**config.mk**
```make
export PLATFORM = sky130hd
export DESIGN_NAME = hamming_encode_and_syndrome
export DESIGN_NICKNAME = d
export VERILOG_FILES = /design/src/rtl/hes_pkg.sv /design/src/rtl/hes_cfg.sv /design/src/rtl/hes_core.sv /design/src/rtl/hamming_encode_and_syndrome.sv
export SDC_FILE = /design/constraint.sdc
export NUM_CORES = 1
export LEC_CHECK = 0
export BUFFER_PORTS_ARGS = -buffer_cell sky130_fd_sc_hd__buf_2
export CELL_PAD_IN_SITES_DETAIL_PLACEMENT = 1
export CELL_PAD_IN_SITES_GLOBAL_PLACEMENT = 1
export CORE_MARGIN = 5
export CORE_UTILIZATION = 40
export CTS_CLUSTER_SIZE = 40
export DETAILED_ROUTE_END_ITERATION = 7
export PLACE_DENSITY = 0.7
export SYNTH_ARGS = -nofsm -noshare
export SYNTH_HDL_FRONTEND = slang
export SYNTH_HIERARCHICAL = 1
export SYNTH_SLANG_ARGS = --single-unit
export TNS_END_PERCENT = 10
```
**constraint.sdc**
```tcl
create_clock -name clk -period 8.58 [get_ports clk]
set_clock_uncertainty 0.15 [all_clocks]
set_input_delay 2.574 -clock clk [delete_from_list [all_inputs] [get_ports clk]]
set_output_delay 2.574 -clock clk [all_outputs]
set_load 0.01 [all_outputs]
```
**src/rtl/hes_pkg.sv**
```systemverilog
// Shared types, constants and helper functions for the Hamming encoder / syndrome block.
package hes_pkg;

	localparam int WORD_W   = 63;  // codeword positions 1..63
	localparam int DATA_CAP = 57;  // most data bits a 63-bit word can carry
	localparam int SYN_W    = 6;   // one check bit per address bit of a position
	localparam int PCNT_W   = 3;
	localparam int LEN_W    = 6;

	localparam logic CMD_ENCODE = 1'b0;
	localparam logic CMD_CHECK  = 1'b1;

	typedef struct packed {
		logic [DATA_CAP-1:0] data_mask;    // ones over the n data bits in use
		logic [WORD_W-1:0]   word_mask;    // ones over positions 1..n+p
		logic [PCNT_W-1:0]   parity_count; // p
	} cfg_t;

	typedef struct packed {
		logic [WORD_W-1:0] code_word;
		logic [SYN_W-1:0]  syndrome;
		logic              error_found;
		logic [PCNT_W-1:0] parity_count;
	} res_t;

	// Smallest p in 1..6 with 2^p >= n + p + 1.
	function automatic logic [PCNT_W-1:0] parity_bits(input logic [LEN_W-1:0] n);
		logic [PCNT_W-1:0] p;
		logic              done;
		p    = PCNT_W'(1);
		done = 1'b0;
		for (int i = 1; i < SYN_W; i++) begin
			if (!done && ((8'd1 << p) < (8'(n) + 8'(p) + 8'd1))) begin
				p = p + PCNT_W'(1);
			end else begin
				done = 1'b1;
			end
		end
		return p;
	endfunction

	// Masks and parity count for an already clamped data length.
	function automatic cfg_t derive(input logic [LEN_W-1:0] n);
		cfg_t              c;
		logic [LEN_W-1:0]  total;
		c.parity_count = parity_bits(n);
		total          = n + LEN_W'(c.parity_count);
		c.data_mask    = {DATA_CAP{1'b1}} >> (LEN_W'(DATA_CAP) - n);
		c.word_mask    = {WORD_W{1'b1}} >> (LEN_W'(WORD_W) - total);
		return c;
	endfunction

	// Positions (bit k-1 = position k) whose index has bit i set.
	function automatic logic [WORD_W-1:0] check_mask(input int i);
		logic [WORD_W-1:0] m;
		for (int k = 1; k <= WORD_W; k++) begin
			m[k-1] = ((k >> i) & 1) != 0;
		end
		return m;
	endfunction

endpackage

```
**src/rtl/hes_cfg.sv**
```systemverilog
// Data length register: clamps the written length and keeps the derived masks and parity count.
module hes_cfg #(
	parameter int MAX_DATA_BITS = 57
) (
	input  logic                      clk,
	input  logic                      arst_n,
	input  logic                      cfg_wen,
	input  logic [hes_pkg::LEN_W-1:0] cfg_wdata,
	output hes_pkg::cfg_t             cfg
);

	localparam logic [hes_pkg::LEN_W-1:0] MaxLen = hes_pkg::LEN_W'(MAX_DATA_BITS);
	// reset length is the cap, MAX_DATA_BITS (57 by default)
	localparam hes_pkg::cfg_t CfgRst = hes_pkg::derive(MaxLen);

	logic [hes_pkg::LEN_W-1:0] len_eff;
	hes_pkg::cfg_t             cfg_q;

	always_comb begin
		if (cfg_wdata == '0) begin
			len_eff = hes_pkg::LEN_W'(1);
		end else if (cfg_wdata > MaxLen) begin
			len_eff = MaxLen;
		end else begin
			len_eff = cfg_wdata;
		end
	end

	always_ff @(posedge clk or negedge arst_n) begin
		if (!arst_n) begin
			cfg_q <= CfgRst;
		end else if (cfg_wen) begin
			cfg_q <= hes_pkg::derive(len_eff);
		end
	end

	assign cfg = cfg_q;

endmodule

```
**src/rtl/hes_core.sv**
```systemverilog
// Combinational encode / syndrome datapath sharing one set of parity trees.
module hes_core (
	input  logic                       cmd,
	input  logic [hes_pkg::WORD_W-1:0] payload,
	input  hes_pkg::cfg_t              cfg,
	output hes_pkg::res_t              res
);

	logic [hes_pkg::DATA_CAP-1:0] data;
	logic [hes_pkg::WORD_W-1:0]   spread;
	logic [hes_pkg::WORD_W-1:0]   word;
	logic [hes_pkg::SYN_W-1:0]    chk;
	logic [hes_pkg::WORD_W-1:0]   par_pos;

	assign data = payload[hes_pkg::DATA_CAP-1:0] & cfg.data_mask;

	// data bits go, lowest first, to positions that are not powers of two
	always_comb begin
		int d;
		spread = '0;
		d      = 0;
		for (int k = 1; k <= hes_pkg::WORD_W; k++) begin
			if ((k & (k - 1)) != 0 && d < hes_pkg::DATA_CAP) begin
				spread[k-1] = data[d];
				d           = d + 1;
			end
		end
	end

	// encode: parity slots are still zero, so the checks give the parity bits
	assign word = (cmd == hes_pkg::CMD_CHECK) ? (payload & cfg.word_mask) : spread;

	always_comb begin
		par_pos = '0;
		for (int i = 0; i < hes_pkg::SYN_W; i++) begin
			chk[i]              = ^(word & hes_pkg::check_mask(i));
			par_pos[(1 << i)-1] = chk[i];
		end
	end

	always_comb begin
		res.parity_count = cfg.parity_count;
		if (cmd == hes_pkg::CMD_CHECK) begin
			res.code_word   = '0;
			res.syndrome    = chk;
			res.error_found = (chk != '0);
		end else begin
			res.code_word   = word | par_pos;
			res.syndrome    = '0;
			res.error_found = 1'b0;
		end
	end

endmodule

```
**src/rtl/hamming_encode_and_syndrome.sv**
```systemverilog
// Top level of the Hamming encoder and syndrome checker with its stream ports.
//
//  channel  | dir | handshake                     | payload
//  ---------+-----+-------------------------------+-------------------------------------
//  s_axis   | in  | s_axis_tvalid / s_axis_tready | tdata: payload[62:0]; tuser: cmd
//  m_axis   | out | m_axis_tvalid / m_axis_tready | tdata: code_word, syndrome,
//           |     |                               |        error_found, parity_count
//  cfg      | in  | cfg_wen (no wait)             | cfg_wdata: data_len
//
// One item per cycle sustained while m_axis_tready stays high; an accepted item passes the
// input register, then the parity trees, then the result register, which drives m_axis.
// Reset (arst_n low) empties both stages and sets data_len to 57.
// A stall at m_axis holds the result register; the input register takes an item while it is
// empty, or while the result stage is free or is being drained in the same cycle.
// data_len is to be written only while no item is in flight; the block does not enforce this.
module hamming_encode_and_syndrome #(
	parameter int MAX_DATA_BITS = 57
) (
	input  logic        clk,
	input  logic        arst_n,
	// configuration
	input  logic        cfg_wen,
	input  logic [5:0]  cfg_wdata,     // data_len
	// input items
	input  logic        s_axis_tvalid,
	output logic        s_axis_tready,
	input  logic [63:0] s_axis_tdata,  // [62:0] payload, [63] zero
	input  logic        s_axis_tuser,  // cmd: 0 encode, 1 check
	// result items
	output logic        m_axis_tvalid,
	input  logic        m_axis_tready,
	output logic [79:0] m_axis_tdata   // [62:0] code_word, [68:63] syndrome,
	                                   // [69] error_found, [72:70] parity_count, [79:73] zero
);

	hes_pkg::cfg_t cfg;
	hes_pkg::res_t res;

	logic                       valid_s1;
	logic                       cmd_s1;
	logic [hes_pkg::WORD_W-1:0] payload_s1;
	logic                       valid_s2;
	hes_pkg::res_t              res_s2;

	logic adv;       // result stage can take what stage 1 holds
	logic s_accept;

	hes_cfg #(
		.MAX_DATA_BITS(MAX_DATA_BITS)
	) u_cfg (
		.clk      (clk),
		.arst_n   (arst_n),
		.cfg_wen  (cfg_wen),
		.cfg_wdata(cfg_wdata),
		.cfg      (cfg)
	);

	assign adv           = !valid_s2 || m_axis_tready;
	assign s_axis_tready = !valid_s1 || adv;
	assign s_accept      = s_axis_tvalid && s_axis_tready;

	// stage 1: input register
	always_ff @(posedge clk or negedge arst_n) begin
		if (!arst_n) begin
			valid_s1 <= 1'b0;
		end else if (s_axis_tready) begin
			valid_s1 <= s_axis_tvalid;
		end
	end

	always_ff @(posedge clk) begin
		if (s_accept) begin
			cmd_s1     <= s_axis_tuser;
			payload_s1 <= s_axis_tdata[hes_pkg::WORD_W-1:0];
		end
	end

	hes_core u_core (
		.cmd    (cmd_s1),
		.payload(payload_s1),
		.cfg    (cfg),
		.res    (res)
	);

	// stage 2: result register
	always_ff @(posedge clk or negedge arst_n) begin
		if (!arst_n) begin
			valid_s2 <= 1'b0;
		end else if (adv) begin
			valid_s2 <= valid_s1;
		end
	end

	always_ff @(posedge clk) begin
		if (adv && valid_s1) begin
			res_s2 <= res;
		end
	end

	assign m_axis_tvalid = valid_s2;
	assign m_axis_tdata  = {7'b0, res_s2.parity_count, res_s2.error_found,
	                        res_s2.syndrome, res_s2.code_word};

	// a check item moved to the result stage never carries a codeword
	a_check_no_word: assert property (@(posedge clk) disable iff (!arst_n)
		(valid_s1 && adv && cmd_s1 == hes_pkg::CMD_CHECK) |=> (res_s2.code_word == '0))
		else $error("check item produced a nonzero codeword");

	// an encode item moved to the result stage never flags an error
	a_encode_clean: assert property (@(posedge clk) disable iff (!arst_n)
		(valid_s1 && adv && cmd_s1 == hes_pkg::CMD_ENCODE)
		|=> (!res_s2.error_found && res_s2.syndrome == '0))
		else $error("encode item produced a syndrome");

	// a stage-1 item blocked by a full result stage stays put
	a_s1_hold: assert property (@(posedge clk) disable iff (!arst_n)
		(valid_s1 && !adv) |=> (valid_s1 && $stable(payload_s1) && $stable(cmd_s1)))
		else $error("stage 1 item changed while stalled");

endmodule

```
Word level (Yosys, flattened, before mapping)
Index checks and enable logic that the tools add are counted.
Widths: inputs -> output; s select.
{"block": "op_classes", "n_addsub": 17, "mul": 0, "n_div": 0, "magnitude_cmp": 6, "n_eq_ne": 0, "n_shift": 6, "n_mux": 21, "bitwise_logic": 3, "reduce_logical": 22}
{"op": "$reduce_xor 63->1", "n": 6}
{"op": "$and 63x63->63", "n": 1}
{"op": "$mux 63", "n": 1}
{"op": "$or 63x32->63", "n": 1}
{"op": "$shr 63x6->63 const A", "n": 1}
{"op": "$and 57x57->57", "n": 1}
{"op": "$shr 57x6->57 const A", "n": 1}
{"op": "$add 8x1->8 const B", "n": 5}
{"op": "$lt 8x8->1", "n": 4}
{"op": "$shl 1x3->8 const A", "n": 4}
{"op": "$add 6x3->7", "n": 4}
{"op": "$mux 3", "n": 9}
{"op": "$add 3x1->3 const B", "n": 4}
{"op": "$mux 6", "n": 2}
{"op": "$sub 6x6->6 const A", "n": 2}
{"op": "$lt 2x8->1 const A", "n": 1}
{"op": "$mux 1", "n": 8}
{"op": "$add 6x1->7 const B", "n": 1}
{"op": "$add 6x3->6", "n": 1}
{"op": "$gt 6x6->1 const B", "n": 1}
{"op": "$logic_and 1x1->1", "n": 6}
{"op": "$logic_not 1->1", "n": 6}
{"op": "$logic_not 6->1", "n": 1}
{"op": "$reduce_bool 6->1", "n": 1}
{"op": "other kinds (2)", "n": 3}
{"block": "totals", "reg_bits": 262, "latch_bits": 0, "mem_bits_rw": 0, "mem_bits_ro": 0, "out_inout_bits": 82, "memories": 0}

Longest topological paths before layout
{"block": "depth", "depth_word": 35, "depth_mapped": 60, "ltp_nobuf": 56}

Cells and area by module
The synthesis kept the hierarchy.
{"module": "hes_cfg", "instances": 1, "cells_each": 677, "area_each_um2": 6617.6, "seq_area_each_um2": 3230.6}
{"module": "hamming_encode_and_syndrome", "instances": 1, "cells_each": 153, "area_each_um2": 4274.1, "seq_area_each_um2": 4164.0}
{"module": "hes_core", "instances": 1, "cells_each": 385, "area_each_um2": 2635.0, "seq_area_each_um2": 0.0}

Least setup slack after synthesis
Ideal clock, no wire load.
{"block": "synth_timing", "kind": "in2reg", "startpoint": "input cfg_wdata[4]", "endpoint": "register u_cfg.cfg_q, in the netlist u_cfg/cfg[59]", "t_arrival_ps": 14144, "path_slack_ps": -5790, "cell_stages": 55, "path_cell_list": "buf_2 -> clkbuf_1 -> nand3_1 -> nand2_1 -> inv_1 -> ha_1 -> clkbuf_1 -> nor4b_4 -> inv_1 -> fa_1 -> nand2b_1 -> o221a_2 -> xnor2_1 -> ha_1 -> a31o_1 -> and3b_1 -> clkbuf_2 -> ha_1 -> (+19 left out) -> ha_1 -> fa_1 -> nor2b_1 -> o21ai_0 -> xor2_1 -> ha_1 -> o21ai_0 -> o21ai_0 -> nand2_1 -> a22oi_1 -> inv_1 -> fa_1 -> nand2b_1 -> nand3b_1 -> xnor2_1 -> a21boi_2 -> nand3_1 -> o2bb2ai_1"}
{"block": "synth_via", "elab_chain_cells": 35, "elab_cells_between_ends": 56, "cone_classes": "add/sub: 16; order compare: 6; shift: 5; mux: 20; reduce/logical: 9"}
{"element": "start, declared", "line_no": "hamming_encode_and_syndrome.sv:23", "source": "input logic [5:0] cfg_wdata,"}
{"element": "$gt 6x6->1", "line_no": "hes_cfg.sv:22", "source": "end else if (cfg_wdata > MaxLen) begin"}
{"element": "$mux 6", "line_no": "hes_cfg.sv:22"}
{"element": "$mux 6 *", "line_no": "hes_cfg.sv:20", "source": "if (cfg_wdata == '0) begin"}
{"element": "$add 6x1->7", "line_no": "hes_pkg.sv:33", "source": "if (!done && ((8'd1 << p) < (8'(n) + 8'(p) + 8'd1))) begin"}
{"element": "$add 8x1->8", "line_no": "hes_pkg.sv:33"}
{"element": "$lt 2x8->1", "line_no": "hes_pkg.sv:33"}
{"element": "$mux 2", "line_no": "hes_pkg.sv:33"}
{"element": "$mux 3", "line_no": "hes_cfg.sv:32", "source": "end else if (cfg_wen) begin"}
{"element": "(+19 left out)"}
{"element": "$add 8x1->8", "line_no": "hes_pkg.sv:33"}
{"element": "$lt 8x8->1", "line_no": "hes_pkg.sv:33"}
{"element": "$logic_and 1x1->1", "line_no": "hes_pkg.sv:33"}
{"element": "$mux 3", "line_no": "hes_pkg.sv:33"}
{"element": "$mux 3", "line_no": "hes_cfg.sv:32"}
{"element": "$add 6x3->6 *", "line_no": "hes_pkg.sv:47", "source": "total = n + LEN_W'(c.parity_count);"}
{"element": "$sub 6x6->6 *", "line_no": "hes_pkg.sv:49", "source": "c.word_mask = {WORD_W{1'b1}} >> (LEN_W'(WORD_W) - total);"}
{"element": "$shr 63x6->63 *", "line_no": "hes_pkg.sv:49"}
{"element": "end signal, assigned", "line_no": "hes_cfg.sv:31", "source": "cfg_q <= CfgRst;"}
{"element": "end signal, assigned", "line_no": "hes_cfg.sv:33", "source": "cfg_q <= hes_pkg::derive(len_eff);"}
{"element": "end, declared", "line_no": "hes_cfg.sv:17", "source": "hes_pkg::cfg_t cfg_q;"}
Every way passes the cells marked *; elsewhere a longest branch is shown, timed or not. The select of a mux whose other input is x is not followed.
A chain may end at the register's enable or synchronous reset.

Worst setup path after layout
{"block": "layout_timing", "startpoint": "input cfg_wdata[4]", "endpoint": "register u_cfg.cfg_q, in the netlist u_cfg/cfg[65]"}
Same word-level chain as after synthesis.

==> summary by stage <==
GRT
In the global route stage, overall resource usage came out at 0.237. The via count of the first global-routing pass was approximately 12k. The largest net degree at the start of global routing is 90. The initial antenna violation count is 0. For this run the aggregate overflow at the end of global routing stands at 0.

The first global-routing pass estimated ~70000 µm of wire.

STA
The total count of max-transition violations in the final report came to 0. Setup violations remaining at the end of the flow were counted as 65. Setup repair after global routing could not meet its margin everywhere. Across all setup checks in the final design, the least slack found is -3.80 ns.

Setup total negative slack on the finished layout was measured at -236.96 ns. The worst pin sits at a relative slew slack of 0.336. Derived from the worst setup path, the maximum achievable clock frequency is slightly above 80 MHz. In the finished design, the share of the clock period the worst path needs comes to 1.44. The smallest clock period supported by the final layout is computed as around 12 ns. For the pin with the worst max-slew slack, the measured transition is between 0.9 and 1 ns.

The final count of hold timing violations is 0.

Synth
After synthesis, the most frequently instantiated cells are sky130_fd_sc_hd__edfxtp_1 (137), sky130_fd_sc_hd__nor2_1 (127), sky130_fd_sc_hd__dfstp_2 (122). In this run the mean area of a mapped cell was approximately 11 µm². The number of synthesized flops with an enable pin is ~140. Yosys attributes the largest share of cell area to sky130_fd_sc_hd__edfxtp_1 (30%), sky130_fd_sc_hd__dfstp_2 (24%), sky130_fd_sc_hd__xnor2_1 (4.1%).

The synthesized instance count is 1215. sky130_fd_sc_hd__edfxtp_1 is the most common cell in the netlist. The proportion of netlist area held by the largest area contributor is 0.304.

Of the post-synthesis cell area, the part taken by muxes is 0.00768. Of the synthesized area, sequential elements account for 0.547. The most frequently used flop master after synthesis is sky130_fd_sc_hd__edfxtp_1. Of the total synthesized cell area, the portion taken by XOR and XNOR cells is 0.0682.

Yosys printed 6 warnings. The largest total area in the synthesized netlist belongs to sky130_fd_sc_hd__edfxtp_1. The count of cell types in the netlist is 74. After synthesis, the share of flip-flops with an asynchronous set or reset is 0.477. Of the total synthesized cell area, the portion taken by AND, OR, NAND and NOR gates is 0.138. The area fraction in compound gates after synthesis is 0.152. Counting flops and latches in the post-synthesis netlist gives 262. The area share of fa/ha/maj cells after synthesis is 0.0398.

The largest family of logic cells by synthesized area is compound AO/OA/AOI/OAI gates. The cell area after synthesis is between 0.01 and 0.015 mm².

Route
The final route contains 10.7k vias. The post-detailed-routing wire length is 46200 µm. The number of DRC violations after detailed-routing iteration 0 is ~680. The first detailed-routing pass ran for 5 iterations. The wire length per cell is approximately 24 µm. The detail route stage leaves a number of antenna-violating nets equal to 0. The number of DRC violations after detailed routing is 0. Dividing the detail-routed via count by the number of cells gives about 5.5.

Worst setup path
The required time of the critical path is roughly 8.9 ns. The launch point of the worst reg-to-reg path is cmd_s1. For the worst flop-to-flop path, the logic depth is 11.

The destination of the critical timing path is u_cfg/cfg[65]. The largest single stage delay on the critical path is between 0.5 and 0.6 ns. The worst setup path is of the in2reg kind. Tracing the worst setup path back leads to its startpoint at cfg_wdata[4]. The reg2reg setup slack is approximately 4.0 ns. The critical path launch point type is an input port.

The destination of the worst register-to-register timing path is m_axis_tdata[69]. For this design, the slowest cell found on the critical path is sky130_fd_sc_hd__fa_2. The worst setup path is captured at a flip-flop. The largest fanout of any net on the critical path is 7. The data arrival time of the worst path is 12.74 ns.

Hold path
The type of the tightest min-delay check is reg2reg.

Placed design
The setup slack after placement is -4.63 ns. Buffers placed on the I/O ports in this run total ~150. Summed over all nets, the half-perimeter wirelength after detailed placement is roughly 33000 µm. The weighted congestion at the end of routability-driven global placement is about 0.94.

Once placement finished, the instance area stood at ~0.015 mm².

Outcome
The flow ran to the end, but the final reports show violations. The checks that failed: negative setup slack.

Floorplan
The starting density of the core is 0.404. The floorplan step defined a die boundary enclosing approximately 0.038 mm². The top-level port count is around 160. The floorplan core area is about 0.033 mm². The floorplan die height is just under 200 µm. After floorplanning, the core was divided into 67 placement rows.

The floorplan step set the die width to between 150 and 200 µm.

Pwr
The power consumption is just under 5000 µW. The largest vdd supply drop is about 0.00016 V. Dividing total power by cell area gives a power density of about 280 mW/mm². For this design the static power due to leakage is 0.00742 µW.

CTS
The clock passes through at most 3 buffers. The total number of H-tree levels is 1. The CTS tree is done. The clock drives ~260 sinks. Buffers inserted during clock tree synthesis total 30. After clock tree synthesis, the clock-pin slew on the worst setup and hold paths is 0.07 ns. CTS placed an instance of sky130_fd_sc_hd__clkbuf_16 at the clock tree root.

The later pin in the worst-skew pair is clocked with a latency of 0.57 ns.

Layout
With fillers left out, the area of the finished cells amounts to between 0.015 and 0.02 mm². The layout cell share with drive strength beyond 1 is 0.405. The register area is 0.00739 mm². 0 antenna diodes ended up in the layout. The fill cell instance count of the final layout is approximately 3.6k. The number of nets in the final layout is ~1.6k.

Summing all multi-input logic gate instances after layout gives ~0.0062 mm². The layout overhead on the synthesized area is 28.8%.

Flow run
The max-cap violation count is 0.
-- cells in the final DEF, fill, tap and decap left out, types with 6 or more instances in the layout --
cell type / instances
sky130_fd_sc_hd__edfxtp_1: 137
sky130_fd_sc_hd__a31oi_1: 8
sky130_fd_sc_hd__o21ai_0: 40
sky130_fd_sc_hd__nand3_1: 54
sky130_fd_sc_hd__buf_4: 135
sky130_fd_sc_hd__o211ai_1: 38
sky130_fd_sc_hd__nand2_1: 62
sky130_fd_sc_hd__a21oi_1: 54
sky130_fd_sc_hd__nand2b_1: 9
sky130_fd_sc_hd__clkbuf_16: 33
sky130_fd_sc_hd__nand3b_1: 18
sky130_fd_sc_hd__buf_6: 12
sky130_fd_sc_hd__and3_1: 20
sky130_fd_sc_hd__o211a_1: 15
sky130_fd_sc_hd__o2bb2ai_1: 14
sky130_fd_sc_hd__dfstp_2: 122
sky130_fd_sc_hd__o21ai_2: 6
sky130_fd_sc_hd__buf_2: 143
sky130_fd_sc_hd__a21oi_2: 27
sky130_fd_sc_hd__ha_1: 27
sky130_fd_sc_hd__nand3_2: 7
sky130_fd_sc_hd__o21a_1: 6
sky130_fd_sc_hd__a211oi_1: 17
sky130_fd_sc_hd__xnor2_1: 59
sky130_fd_sc_hd__nor2_1: 123
sky130_fd_sc_hd__a211o_1: 17
sky130_fd_sc_hd__o2bb2ai_2: 8
sky130_fd_sc_hd__a21o_1: 10
sky130_fd_sc_hd__mux2_2: 7
sky130_fd_sc_hd__xnor3_1: 8
sky130_fd_sc_hd__and3b_1: 18
sky130_fd_sc_hd__clkinv_2: 6
sky130_fd_sc_hd__inv_1: 58
sky130_fd_sc_hd__conb_1: 10
sky130_fd_sc_hd__o21ai_1: 14
sky130_fd_sc_hd__xor2_1: 16
sky130_fd_sc_hd__or2_2: 9
-- metal layers --
metal / share of wire / track usage / up-vias / wire (µm)
met5: 0 / 0 / - / 0
met4: 0.036 / 0.0784 / 0 / 1660
met2: 0.51 / 0.421 / 305 / 23500
met3: 0.044 / 0.0308 / 86 / 2040
met1: 0.41 / 0.300 / 5462 / 19000
li1: - / - / 4895 / -
-- critical path: cells and delay by family --
family          cells  cell delay [ns]
buf+inv             7             0.75
simple gates       15             1.89
fa+ha+maj          13             3.89
compound gates     17             3.07
xor+xnor            4             0.53
-- cell type report --
type,instances,share of cell area
Timing Repair Buffer,300,0.118
Multi-Input combinational cell,824,0.355
Tap cell,448,0.0322
Inverter,65,0.0146
Sequential cell,262,0.424
Clock buffer,41,0.0485
Clock inverter,15,0.00797
-- state kept, by name, indices dropped and copies added (netlist names) --
register / count
u_cfg/cfg: 123
m_axis_tdata: 73
payload_s1: 63
cmd_s1: 1
m_axis_tvalid: 1
valid_s1: 1
-- cell families after synthesis --
kind of cell	Yosys count
AND/OR/NAND/NOR	372
AO/OA/AOI/OAI	302
flip-flops	262
buffers and inverters	137
XOR/XNOR	91
adder cells (fa/ha/maj)	40
multiplexers	9
other	2
-- through the flow --
stage / hold slack [ns] / std cells / utilization
floorplan: 0.295 / 1223 / -
global placement: 0.302 / 1852 / 0.462
detailed placement: 0.303 / 1852 / 0.462
CTS: 0.316 / 1944 / 0.510
global route: 0.317 / 1955 / 0.521
finish: 0.312 / 1955 / 0.521
-- report_power, final --
group	switching (µW)	internal (µW)
combinational	999	827
clock	513	748
sequential	105	1630
total	1620	3200
-- how the worst min path moves through the flow --
stage,to,cells after the start,startpoint,slack [ns]
global route,m_axis_tdata[70],0,u_cfg/cfg[0],0.32
floorplan,u_cfg/cfg[122],2,u_cfg/cfg[122],0.30
detailed placement,m_axis_tdata[70],0,u_cfg/cfg[0],0.30
global placement,m_axis_tdata[70],0,u_cfg/cfg[0],0.30
finish,u_cfg/cfg[39],2,u_cfg/cfg[39],0.31
CTS,u_cfg/cfg[39],2,u_cfg/cfg[39],0.32
-- repair_timing --
item,in CTS,in global routing
gates resized for setup,86,52
gates cloned,0,2
hold buffers,0,0
pin swaps,55,39
endpoints found under the setup margin,65,65
setup buffers,36,9
No activity file was read; power rests on OpenSTA's default activity.
